**src/design/icv_pkg.sv**
```systemverilog
// Package of the 3x3 convolution block: sizes, codes, command and result types.
// No dependencies.
package icv_pkg;

    localparam int MAX_WIDTH    = 1024;
    localparam int HEIGHT_LIMIT = 1024;
    localparam int FRAC_BITS    = 8;
    localparam int KERNEL_SIZE  = 3;

    localparam int PIX_W   = 17;
    localparam int COEF_W  = 16;
    localparam int ROW_CW  = KERNEL_SIZE * COEF_W;
    localparam int SIZE_W  = 11;
    localparam int COL_W   = $clog2(MAX_WIDTH);
    localparam int ROW_W   = $clog2(HEIGHT_LIMIT);
    localparam int PROD_W  = COEF_W + PIX_W;
    localparam int GRP_W   = PROD_W + 2;
    localparam int SUM_W   = GRP_W + 2;
    localparam int TAPS    = KERNEL_SIZE * KERNEL_SIZE;

    localparam int CFG_IDX_W  = 3;
    localparam int CFG_DATA_W = ROW_CW;

    localparam int CQ_DEPTH  = 4;
    localparam int CQ_PTR_W  = $clog2(CQ_DEPTH);
    localparam int CQ_CNT_W  = $clog2(CQ_DEPTH + 1);

    localparam int OFIFO_DEPTH = 8;
    localparam int OPTR_W      = $clog2(OFIFO_DEPTH);
    localparam int OCNT_W      = $clog2(OFIFO_DEPTH + 1);
    localparam int STAGES      = 5;
    localparam int FLY_W       = $clog2(STAGES + 1);

    localparam logic OP_PIXEL = 1'b0;
    localparam logic OP_DRAIN = 1'b1;

    localparam logic [CFG_IDX_W-1:0] REG_COEF_TOP  = 3'd0;
    localparam logic [CFG_IDX_W-1:0] REG_COEF_MID  = 3'd1;
    localparam logic [CFG_IDX_W-1:0] REG_COEF_BOT  = 3'd2;
    localparam logic [CFG_IDX_W-1:0] REG_WIDTH     = 3'd3;
    localparam logic [CFG_IDX_W-1:0] REG_HEIGHT    = 3'd4;
    localparam logic [CFG_IDX_W-1:0] REG_BORDER    = 3'd5;
    localparam logic [CFG_IDX_W-1:0] REG_CLAMP_MIN = 3'd6;
    localparam logic [CFG_IDX_W-1:0] REG_CLAMP_MAX = 3'd7;

    typedef struct packed {
        logic [ROW_CW-1:0]        coef_top;
        logic [ROW_CW-1:0]        coef_mid;
        logic [ROW_CW-1:0]        coef_bot;
        logic [SIZE_W-1:0]        width;
        logic [SIZE_W-1:0]        height;
        logic                     border_zero;
        logic signed [PIX_W-1:0]  clamp_min;
        logic signed [PIX_W-1:0]  clamp_max;
    } t_cfg;

    typedef struct packed {
        logic                     is_pix;
        logic signed [PIX_W-1:0]  pixel;
        logic [COL_W-1:0]         col;
        logic                     emit;
        logic                     conv;
        logic                     sel_b;
        logic                     last;
    } t_cmd;

    typedef struct packed {
        logic                     emit;
        logic                     conv;
        logic                     last;
        logic signed [PIX_W-1:0]  center;
    } t_tag;

    typedef struct packed {
        logic signed [PIX_W-1:0]  pixel;
        logic                     last;
    } t_res;

    function automatic logic signed [COEF_W-1:0] coef_at(logic [ROW_CW-1:0] row, int j);
        return $signed(row[COEF_W*j +: COEF_W]);
    endfunction

endpackage

```
**src/design/icv_cmd_queue.sv**
```systemverilog
// Short command queue between front and back end.
// Depends on icv_pkg.
module icv_cmd_queue import icv_pkg::*; (
    input  logic i_clk,
    input  logic i_rst_n,
    input  logic i_push,
    input  t_cmd i_cmd,
    input  logic i_pop,
    output logic o_valid,
    output logic o_full,
    output t_cmd o_cmd
);
    t_cmd                r_mem [CQ_DEPTH];
    logic [CQ_PTR_W-1:0] r_wp, r_rp;
    logic [CQ_CNT_W-1:0] r_cnt;

    assign o_valid = r_cnt != '0;
    assign o_full  = r_cnt == CQ_CNT_W'(CQ_DEPTH);
    assign o_cmd   = r_mem[r_rp];

    always_ff @(posedge i_clk) begin
        if (i_push) begin
            r_mem[r_wp] <= i_cmd;
        end
    end

    always_ff @(posedge i_clk) begin
        if (!i_rst_n) begin
            r_wp  <= '0;
            r_rp  <= '0;
            r_cnt <= '0;
        end else begin
            if (i_push) begin
                r_wp <= r_wp + CQ_PTR_W'(1);
            end
            if (i_pop) begin
                r_rp <= r_rp + CQ_PTR_W'(1);
            end
            case ({i_push, i_pop})
                2'b10:   r_cnt <= r_cnt + CQ_CNT_W'(1);
                2'b01:   r_cnt <= r_cnt - CQ_CNT_W'(1);
                default: r_cnt <= r_cnt;
            endcase
        end
    end
endmodule

```
**config.mk**
```make
export PLATFORM = sky130hd
export DESIGN_NAME = icv_cmd_queue
export DESIGN_NICKNAME = d
export VERILOG_FILES = /design/src/design/icv_pkg.sv /design/src/design/icv_cmd_queue.sv
export SDC_FILE = /design/constraint.sdc
export NUM_CORES = 1
export LEC_CHECK = 0
export BUFFER_PORTS_ARGS = -buffer_cell sky130_fd_sc_hd__buf_2
export CORE_MARGIN = 2
export CORE_UTILIZATION = 40
export DETAILED_ROUTE_END_ITERATION = 10
export HOLD_SLACK_MARGIN = 0.02
export SETUP_SLACK_MARGIN = 0.05
export SYNTH_ARGS = -nofsm -noshare
export SYNTH_HDL_FRONTEND = slang
export SYNTH_SLANG_ARGS = --single-unit
```
**constraint.sdc**
```tcl
create_clock -name i_clk -period 2.8 [get_ports i_clk]
set_input_delay 0.28 -clock i_clk [delete_from_list [all_inputs] [get_ports i_clk]]
set_output_delay 0.28 -clock i_clk [all_outputs]
set_load 0.005 [all_outputs]
```
==> flow_metrics.tcl <==
set metrics [dict create \
    powerDensity_nw_per_um2 780.0 \
    crit_required_ns 2.52 \
    arrival_ns 2.04 \
    grtUsageMet1_pct 16.65 \
    ir_worst_vdd_v 0.0003943 \
    yosysWarnings 0 \
    drive_above_1_share_pct 45.69 \
    cts_hold_buffers 0 \
    hold_viol_final 0 \
    die_area_um2 13670 \
    timing.final.crit_share_pct 82.71 \
    yosys-top-cells-count "edfxtp_1, mux4_2, and2_1, dfxtp_1, ha_1" \
    grt_util_met3_pct 4.892 \
    relSlewSlack_pct 58.28 \
    dp_hpwl_um 5345 \
    worstSetupPathType "reg -> out" \
    ys_seq_area_share_pct 78.88 \
    routed_wl_um 8442 \
    p_leak_nw 2.167 \
    die_x_um 116.9 \
    layout_min_cycle_time_ns 2.316 \
    clkSinkCount 137 \
    die_h_um 116.9 \
    synthCells 209 \
    grt_usage_pct 13.59 \
    pin_count 70 \
    syn2layout_area_growth_pct 22.12 \
    grt.overflow.total 0 \
    port_buffers 69 \
    fp-row-count 41 \
    ys_async_sr_fraction_pct 0 \
    antenna_found_initial 1 \
    drtIter0Drc 108 \
    syn_area_per_cell_um2 24.41 \
    synth.largest_area_cell "edfxtp_1" \
    synth_area_um2 5101 \
    cts_tree "built" \
    via_per_inst 4.763 \
    setup_viol 0 \
    num_vias 2315 \
    yosysMostFrequentCell "edfxtp_1" \
    cts_resized 0 \
    maxCapViolCount 0 \
    numCtsBuffers 17 \
    grt_max_degree 23 \
    clk_pin_slew_ns 0.05 \
    grt_setup_unrepaired "no" \
    post-cts-setup-buffer-count 0 \
    core-area_um2 12520 \
    use_met2_pct 21.27 \
    root_buffer "clkbuf_16" \
    hold_class "in -> reg" \
    first_global_vias 2397 \
    crit_path_end_kind "output pin" \
    syn_nets 251 \
    grt_first_pass_wirelength_um 13030 \
    synth_ff_type "edfxtp_1" \
    clk_latency_ns 0.41 \
    globalplace.congestion 0.6864 \
    worst_slew_pin_slew_ns 0.6258 \
    initial_core_util_pct 40.75 \
    busiest_layer "met2" \
    synth_edf_count 128 \
    finClkSkew_ns 0.007769 \
    finalNetCount 342 \
    clockBufferDepth 2 \
    synth_cell_type_count 20 \
    tns_ns 0 \
    max_freq_mhz 431.8 \
    ant_nets 0 \
    slew_viol_final 0 \
    netlist_top_cells_area "edfxtp_1, mux4_2, dfxtp_1" \
    drc_errors 0 \
    wl_per_cell_um 17.37 \
    drt_first_pass_iters 4 \
    status "completed" \
    crit_fanout 22 \
    cp-start-kind "register" \
    ctsHtreeMaxLevel 4 \
    yosysTopAreaCellShare_pct 75.35 \
    ys_seq_elements 137 \
    worst_hold_slack_ns 0.08406 \
]
-- power breakdown --
part           internal (W)  total [W]  switching (W)
combinational      0.000212   0.000398       0.000186
sequential          0.00235    0.00239      0.0000424
clock               0.00132    0.00207       0.000753
total               0.00388    0.00486       0.000982
-- final timing paths --
path | from | to | slack [ns] | cells after the start
worst max-delay path | register | o_cmd[23] | 0.48 | 3
worst min-delay path | i_cmd[22] | r_mem[2][22] | 0.08 | 1
worst max register to register | r_wp[0] | r_mem[3][18] | 1.11 | 3
worst min register to register | r_cnt[2] | r_cnt[2] | 0.51 | 2
-- layer usage --
metal	vias up	routed length, um
met5	-	0
met4	0	193
met3	18	472
met2	58	4133
met1	1185	3642
li1	1054	-
-- critical path, stage by stage (launching register included) --
cell	delay (ns)
dfxtp_2	0.60
buf_12	0.28
mux4_1	0.59
buf_2	0.15
-- sequential cells by signal, indices dropped and copies added, names as in the netlist, named ones only --
name / flops
r_mem: 128
r_cnt: 3
r_wp: 2
r_rp: 2
-- through the flow --
| step | util [%] | setup slack, ns | cells | instance area (um^2) | power, W |
|---|---|---|---|---|---|
| global route | 49.75 | 0.3576 | 485 | 6227 | 0.005044 |
| floorplan | - | 1.078 | 209 | 5101 | 0.002670 |
| global placement | 45.30 | 0.8746 | 453 | 5670 | 0.002838 |
| finish | 49.77 | 0.4841 | 486 | 6230 | 0.004859 |
| CTS | 49.75 | 0.4220 | 485 | 6227 | 0.004922 |
| detailed placement | 45.30 | 0.8691 | 453 | 5670 | 0.002846 |
-- kinds of logic (layout without fill, tap and decap cells) --
| family | count (synthesis) | count (layout) | synth area share [%] |
|---|---|---|---|
| flops | 137 | 137 | 78.88 |
| mux | 34 | 34 | 14.67 |
| compound gates | 2 | 2 | 0.2452 |
| xor+xnor | 5 | 5 | 0.8586 |
| other cells | 0 | 1 | 0 |
| simple gates | 15 | 15 | 1.815 |
| buf+inv | 10 | 114 | 1.913 |
| fa+ha+maj | 6 | 6 | 1.619 |
-- cell type report --
class                      count  area [um^2]
sequential                   137         4026
clock inverter                11        106.4
tap                          172        215.2
inverter                       3        11.26
antenna                        1        2.502
multi-input combinational     62        984.7
fill                        1044         6287
clock buffer                  21        450.4
timing repair buffer          79        432.9
-- layout by cell type, fill, tap and decap left out, types with 2 or more instances in the layout --
cell type | Yosys | final
edfxtp_1 | 128 | 128
nor2b_1 | 2 | 2
buf_4 | 0 | 9
xnor2_1 | 3 | 3
dfxtp_2 | 0 | 2
or3_1 | 2 | 2
clkbuf_16 | 0 | 17
ha_1 | 5 | 5
mux4_1 | 2 | 2
bufinv_16 | 0 | 2
clkinv_2 | 0 | 7
buf_2 | 3 | 69
mux4_2 | 30 | 30
dfxtp_1 | 9 | 7
inv_1 | 3 | 3
xor2_1 | 2 | 2
mux2i_1 | 2 | 2
and2_2 | 0 | 4
and2_1 | 9 | 5
clkbuf_1 | 0 | 3
Power figures use the tool's default switching activity.
