## config.mk

```make
export PLATFORM = sky130hd
export DESIGN_NAME = icv_front_flat
export DESIGN_NICKNAME = d
export VERILOG_FILES = /design/src/design/icv_pkg.sv /design/src/design/icv_if.sv /design/src/design/icv_front.sv /design/src/flat_wrapper.sv
export SDC_FILE = /design/constraint.sdc
export NUM_CORES = 1
export LEC_CHECK = 0
export BUFFER_PORTS_ARGS = -buffer_cell sky130_fd_sc_hd__buf_2
export CELL_PAD_IN_SITES_DETAIL_PLACEMENT = 0
export CELL_PAD_IN_SITES_GLOBAL_PLACEMENT = 1
export CORE_ASPECT_RATIO = 0.7
export CORE_MARGIN = 5
export CORE_UTILIZATION = 28
export DETAILED_ROUTE_END_ITERATION = 7
export GPL_ROUTABILITY_DRIVEN = 0
export HOLD_SLACK_MARGIN = 0.1
export PLACE_DENSITY_LB_ADDON = 0.1
export SLEW_MARGIN = 40
export SYNTH_ARGS = -nofsm -noshare
export SYNTH_HDL_FRONTEND = slang
export SYNTH_SLANG_ARGS = --single-unit
```

## constraint.sdc

```tcl
create_clock -name i_clk -period 6.3 [get_ports i_clk]
set_clock_uncertainty 0.2 [all_clocks]
set_input_delay 1.89 -clock i_clk [delete_from_list [all_inputs] [get_ports i_clk]]
set_output_delay 1.89 -clock i_clk [all_outputs]
set_load 0.02 [all_outputs]
```

## src/design/icv_pkg.sv

```systemverilog
// Package of the 3x3 convolution block: sizes, codes, command and result types.
// No dependencies.
package icv_pkg;

    localparam int MAX_WIDTH    = 1024;
    localparam int HEIGHT_LIMIT = 1024;
    localparam int FRAC_BITS    = 8;
    localparam int KERNEL_SIZE  = 3;

    localparam int PIX_W   = 17;
    localparam int COEF_W  = 16;
    localparam int ROW_CW  = KERNEL_SIZE * COEF_W;
    localparam int SIZE_W  = 11;
    localparam int COL_W   = $clog2(MAX_WIDTH);
    localparam int ROW_W   = $clog2(HEIGHT_LIMIT);
    localparam int PROD_W  = COEF_W + PIX_W;
    localparam int GRP_W   = PROD_W + 2;
    localparam int SUM_W   = GRP_W + 2;
    localparam int TAPS    = KERNEL_SIZE * KERNEL_SIZE;

    localparam int CFG_IDX_W  = 3;
    localparam int CFG_DATA_W = ROW_CW;

    localparam int CQ_DEPTH  = 4;
    localparam int CQ_PTR_W  = $clog2(CQ_DEPTH);
    localparam int CQ_CNT_W  = $clog2(CQ_DEPTH + 1);

    localparam int OFIFO_DEPTH = 8;
    localparam int OPTR_W      = $clog2(OFIFO_DEPTH);
    localparam int OCNT_W      = $clog2(OFIFO_DEPTH + 1);
    localparam int STAGES      = 5;
    localparam int FLY_W       = $clog2(STAGES + 1);

    localparam logic OP_PIXEL = 1'b0;
    localparam logic OP_DRAIN = 1'b1;

    localparam logic [CFG_IDX_W-1:0] REG_COEF_TOP  = 3'd0;
    localparam logic [CFG_IDX_W-1:0] REG_COEF_MID  = 3'd1;
    localparam logic [CFG_IDX_W-1:0] REG_COEF_BOT  = 3'd2;
    localparam logic [CFG_IDX_W-1:0] REG_WIDTH     = 3'd3;
    localparam logic [CFG_IDX_W-1:0] REG_HEIGHT    = 3'd4;
    localparam logic [CFG_IDX_W-1:0] REG_BORDER    = 3'd5;
    localparam logic [CFG_IDX_W-1:0] REG_CLAMP_MIN = 3'd6;
    localparam logic [CFG_IDX_W-1:0] REG_CLAMP_MAX = 3'd7;

    typedef struct packed {
        logic [ROW_CW-1:0]        coef_top;
        logic [ROW_CW-1:0]        coef_mid;
        logic [ROW_CW-1:0]        coef_bot;
        logic [SIZE_W-1:0]        width;
        logic [SIZE_W-1:0]        height;
        logic                     border_zero;
        logic signed [PIX_W-1:0]  clamp_min;
        logic signed [PIX_W-1:0]  clamp_max;
    } t_cfg;

    typedef struct packed {
        logic                     is_pix;
        logic signed [PIX_W-1:0]  pixel;
        logic [COL_W-1:0]         col;
        logic                     emit;
        logic                     conv;
        logic                     sel_b;
        logic                     last;
    } t_cmd;

    typedef struct packed {
        logic                     emit;
        logic                     conv;
        logic                     last;
        logic signed [PIX_W-1:0]  center;
    } t_tag;

    typedef struct packed {
        logic signed [PIX_W-1:0]  pixel;
        logic                     last;
    } t_res;

    function automatic logic signed [COEF_W-1:0] coef_at(logic [ROW_CW-1:0] row, int j);
        return $signed(row[COEF_W*j +: COEF_W]);
    endfunction

endpackage

```

## src/design/icv_if.sv

```systemverilog
// Stream interfaces of the 3x3 convolution block: pixel input and result output.
// Depends on icv_pkg.
interface icv_in_if import icv_pkg::*; ();
    logic                    valid;
    logic                    ready;
    logic                    op;
    logic signed [PIX_W-1:0] pixel_in;
    modport source (output valid, op, pixel_in, input ready);
    modport sink   (input valid, op, pixel_in, output ready);
endinterface


```

## src/design/icv_front.sv

```systemverilog
// Front end: accepts pixel and drain transfers, tracks raster positions and
// pending outputs, and issues commands to the queue. Depends on icv_pkg, icv_if.
module icv_front import icv_pkg::*; (
    input  logic        i_clk,
    input  logic        i_rst_n,
    input  t_cfg        i_cfg,
    input  logic        i_clr,
    icv_in_if.sink      i_pix,
    input  logic        i_full,
    output logic        o_push,
    output t_cmd        o_cmd
);
    logic [COL_W-1:0]  r_in_col, r_out_col;
    logic [ROW_W-1:0]  r_in_row, r_out_row;
    logic [SIZE_W-1:0] r_pend;

    logic              acc, is_pix, emit, border, last_col, last_row, full_pend, any_pend;
    logic              in_col_end, in_row_end;
    logic [SIZE_W-1:0] wp1;

    assign wp1        = i_cfg.width + SIZE_W'(1);
    assign full_pend  = r_pend == wp1;
    assign any_pend   = r_pend != '0;
    assign acc        = i_pix.valid && i_pix.ready;
    assign is_pix     = i_pix.op == OP_PIXEL;
    assign emit       = is_pix ? full_pend : any_pend;
    assign last_col   = SIZE_W'(r_out_col) + SIZE_W'(1) == i_cfg.width;
    assign last_row   = SIZE_W'(r_out_row) + SIZE_W'(1) == i_cfg.height;
    assign border     = r_out_row == '0 || last_row || r_out_col == '0 || last_col;
    assign in_col_end = SIZE_W'(r_in_col) + SIZE_W'(1) == i_cfg.width;
    assign in_row_end = SIZE_W'(r_in_row) + SIZE_W'(1) == i_cfg.height;

    assign i_pix.ready = !i_full;
    assign o_push      = acc && (is_pix || any_pend);

    always_comb begin
        o_cmd.is_pix = is_pix;
        o_cmd.pixel  = i_pix.pixel_in;
        o_cmd.col    = is_pix ? r_in_col : r_out_col;
        o_cmd.emit   = emit;
        o_cmd.conv   = is_pix && !border;
        o_cmd.sel_b  = full_pend;
        o_cmd.last   = last_row && last_col;
    end

    always_ff @(posedge i_clk) begin
        if (!i_rst_n || i_clr) begin
            r_in_col  <= '0;
            r_in_row  <= '0;
            r_out_col <= '0;
            r_out_row <= '0;
            r_pend    <= '0;
        end else if (acc) begin
            if (is_pix) begin
                if (in_col_end) begin
                    r_in_col <= '0;
                    r_in_row <= in_row_end ? '0 : r_in_row + ROW_W'(1);
                end else begin
                    r_in_col <= r_in_col + COL_W'(1);
                end
            end
            if (emit) begin
                if (last_col) begin
                    r_out_col <= '0;
                    r_out_row <= last_row ? '0 : r_out_row + ROW_W'(1);
                end else begin
                    r_out_col <= r_out_col + COL_W'(1);
                end
            end
            if (is_pix && !emit) begin
                r_pend <= r_pend + SIZE_W'(1);
            end else if (!is_pix && emit) begin
                r_pend <= r_pend - SIZE_W'(1);
            end
        end
    end
endmodule

```

## src/flat_wrapper.sv

```systemverilog
// flat-port wrapper written by rule: the top's interface ports become plain ports
module icv_front_flat import icv_pkg::*;
  (i_clk, i_rst_n, i_cfg, i_clr, i_full, o_push, o_cmd, i_pix_valid, i_pix_op, i_pix_pixel_in, i_pix_ready);
  icv_in_if i_pix_i ();
  input  logic i_clk;
  input  logic i_rst_n;
  input  t_cfg i_cfg;
  input  logic i_clr;
  input  logic i_full;
  output logic o_push;
  output t_cmd o_cmd;
  input wire logic [$bits(i_pix_i.valid)-1:0] i_pix_valid;
  input wire logic [$bits(i_pix_i.op)-1:0] i_pix_op;
  input wire logic [$bits(i_pix_i.pixel_in)-1:0] i_pix_pixel_in;
  output wire logic [$bits(i_pix_i.ready)-1:0] i_pix_ready;
  assign i_pix_i.valid = i_pix_valid;
  assign i_pix_i.op = i_pix_op;
  assign i_pix_i.pixel_in = i_pix_pixel_in;
  assign i_pix_ready = i_pix_i.ready;
  icv_front u_core (.i_clk(i_clk), .i_rst_n(i_rst_n), .i_cfg(i_cfg), .i_clr(i_clr), .i_pix(i_pix_i), .i_full(i_full), .o_push(o_push), .o_cmd(o_cmd));
endmodule
```

==> impl_metrics.tcl <==
set metrics [dict create \
    core_area_mm2 0.0139 \
    clkLatencyLatePin_ps 290 \
    syn_area_mm2 0.00397 \
    syn_avg_cell_area_um2 7.60 \
    synth_mux_area_share_pct 5.92 \
    ctsRootBufferMaster "clkbuf_16" \
    worstSetupPathType "input pin to output port" \
    synth-async-reset-ratio_pct 0 \
    ctsHoldBuffers 0 \
    viasPerCell 5.41 \
    synth_edf_count 0 \
    ys_ff_latch 41 \
    grt_overflow_total 0 \
    ys_types 62 \
    die_x_um 152 \
    drc 0 \
    path_clk_slew_ps 60 \
    syn-num-nets 763 \
    crit_arrival_ps 3930 \
    max-cap-violations 0 \
    setup_viol 0 \
    clock_path_buffers 2 \
    synth_top_family_by_area "simple AND/OR/NAND/NOR gates" \
    std_cell_rows 36 \
    yosysSeqAreaShare_pct 20.7 \
    synth-compound-area-share_pct 20.9 \
    end_kind "output port" \
    routedWlPerCell_um 19.0 \
    yosys.area_share.simple_pct 25.9 \
    drtPass1Iterations 6 \
    synthAdderAreaFrac_pct 5.23 \
    max_freq_mhz 166 \
    ys.flop_type "dfxtp_1" \
    grt_pass1_vias 3717 \
    grt_pass1_wl_um 21700 \
    rsz0062_at_grt "no" \
    postCtsResizedCells 0 \
    diodes 0 \
    max_slew.worst_pin.slew_ps 755 \
    cts_setup_buffers 0 \
    grt_max_degree 40 \
    synth-xor-area-share_pct 12.1 \
    period_needed_ps 6020 \
    status "finished, final reports clean" \
    vias 3921 \
    busiest_layer "met1" \
    finalWirelength_um 13800 \
    relSlewSlack_pct 49.6 \
    min_period_over_period_pct 95.6 \
    fin_tns_setup_ps 0 \
    cp_cell_sequence "buf_2 -> xor2_1 -> xnor2_1 -> nor3_1 -> o2111ai_1 -> a2111oi_2 -> and2_1 -> buf_2" \
    finalHoldViolCount 0 \
    port-buffer-count 44 \
    clock-sinks 41 \
    cp_max_fo 9 \
    path_common_cell "buf_2" \
    groute.layer.met3.usage_pct 2.99 \
    crit_path_top_delay_cell "a2111oi_2" \
    max_stage_delay_ps 670 \
    antenna_found_initial 0 \
    power.internal_mw 0.494 \
    dpl.cell_count 718 \
    initialDrtViolationCount 353 \
    dp_hpwl_um 10700 \
    clkPwrFrac_pct 43.3 \
    p_sw_share_pct 27.1 \
    yosysWarnings 0 \
    cts_buffers 5 \
    initial_core_util_pct 28.6 \
    p_switching_mw 0.184 \
    globalRouteMet2Util_pct 22.4 \
    die_area_mm2 0.0167 \
    synthToLayoutAreaGrowth_pct 11.2 \
    postSynthCellCount 523 \
    powerDensity_mw_per_mm2 153 \
    use_met1_pct 26.6 \
    combinationalPowerShare_pct 17.6 \
    instances_no_fill 725 \
    hold_class "register to register" \
    seqPwrFrac_pct 39.1 \
    ir_worst_vdd_uv 101 \
    finalNetCount 775 \
    grtUsageTotal_pct 16.6 \
    drive_gt1_share_pct 18.1 \
    final_max_slew_viol_count 0 \
    cts_tree "done" \
    cp-start-kind "input pin" \
    htreeDepth 2 \
    die_y_um 110 \
    ios 258 \
    p_leak_nw 1.62 \
    required_ps 4210 \
    antenna_left 0 \
]
==> flip-flops by register name, summed over array words and instances (netlist names) <==
signal and cells:
u_core.r_pend 11, u_core.r_in_col 10, u_core.r_out_col 10, u_core.r_out_row 10
==> per-stage QoR <==
step                cell area [um^2]  utilization [%]  power [mW]  hold slack (ps)  setup WS (ps)
CTS                             4420             31.8       0.687              328            277
detailed placement              4260             30.6       0.390              318            272
global placement                4250             30.5       0.388              307            227
floorplan                       3970                -       0.366              269            616
finish                          4420             31.8       0.678              323            277
global route                    4420             31.8       0.709              351            120
==> cells in the mapped netlist (all sizes together) (3+ instances only) <==
| library cell | instances | area, um^2 |
|---|---|---|
| and2 | 5 | 32.5 |
| nor4 | 8 | 50.1 |
| mux2 | 12 | 135 |
| a21oi | 34 | 170 |
| mux2i | 10 | 100 |
| inv | 16 | 60.1 |
| xor2 | 27 | 236 |
| o41ai | 4 | 35.0 |
| ha | 15 | 188 |
| nor3b | 4 | 30.0 |
| nand4 | 11 | 68.8 |
| nor2 | 41 | 154 |
| or3 | 9 | 56.3 |
| o21ai | 42 | 210 |
| xnor2 | 28 | 245 |
| or4 | 3 | 22.5 |
| o311ai | 3 | 26.3 |
| o21a | 5 | 37.5 |
| a31o | 3 | 35.0 |
| nand3 | 18 | 90.1 |
| nor2b | 6 | 37.5 |
| clkbuf | 22 | 83.8 |
| nand2 | 31 | 116 |
| nand2b | 7 | 43.8 |
| and3 | 10 | 63.8 |
| nor4b | 3 | 26.3 |
| dfxtp | 41 | 821 |
| nor3 | 16 | 80.1 |
| a2111oi | 4 | 53.8 |
| o211ai | 5 | 51.3 |
| buf | 33 | 221 |
| a31oi | 11 | 68.8 |
| or3b | 9 | 78.8 |
==> placed cells by master (no fill, tap or decap), drive strengths merged, types with 4 or more instances in the layout <==
master,n
nand4,11
o21a,5
nor4,8
mux2i,10
a2111oi,4
clkbuf,5
nand3,18
buf,60
inv,16
ha,15
xnor2,28
xor2,27
a31oi,11
nand2,31
nor2b,6
o211ai,5
a21oi,34
dfxtp,41
o21ai,42
nand2b,7
or3,9
or3b,9
mux2,12
and3,10
nor3,16
o41ai,4
nor2,41
nor3b,4
and2,5
==> power groups by stage <==
stage	logic (mW)	registers [mW]	clock network [mW]
6_report	0.119	0.265	0.294
5_1_grt	0.132	0.265	0.311
4_1_cts	0.120	0.265	0.303
3_5_place_dp	0.119	0.271	0
3_3_place_gp	0.117	0.271	0
2_1_floorplan	0.0962	0.269	0
==> metal layers <==
| metal | wire (um) | share of wire [%] |
|---|---|---|
| met1 | 7510 | 55 |
| met2 | 5190 | 38 |
| met3 | 864 | 6.3 |
| met4 | 196 | 1.4 |
| met5 | 0 | 0 |
==> critical path, delay by kind of cell <==
| family | cells | cell delay (ps) |
|---|---|---|
| compound gates | 2 | 870 |
| simple gates | 2 | 520 |
| buf+inv | 2 | 370 |
| xor+xnor | 2 | 270 |
==> cell type report <==
class,instances,area (um^2)
sequential,41,821
clock buffer,5,125
multi-input combinational,411,2800
inverter,16,60.1
tap,190,238
fill,1506,9500
clock inverter,2,35.0
timing repair buffer,60,340
==> logic make-up (layout without fill, tap and decap cells) <==
logic type	after synthesis	count (layout)
adders and majority gates	16	16
and+or+nand+nor	190	190
DFF	41	41
muxes	22	22
AOI/OAI and AO/OA	128	128
xor gates and xnor gates	55	55
buffers and inverters	71	83
==> final timing paths <==
path / cells after the start / start / slack (ps) / to
worst max-delay path: 8 / i_cfg[49] / 280 / o_cmd[0]
worst min-delay path: 2 / u_core.r_pend[10] / 320 / u_core.r_pend[10]
worst max register to register: 11 / u_core.r_out_col[0] / 1950 / u_core.r_out_row[5]
worst min register to register: 2 / u_core.r_pend[10] / 320 / u_core.r_pend[10]
(Power assumes the default switching activity.)
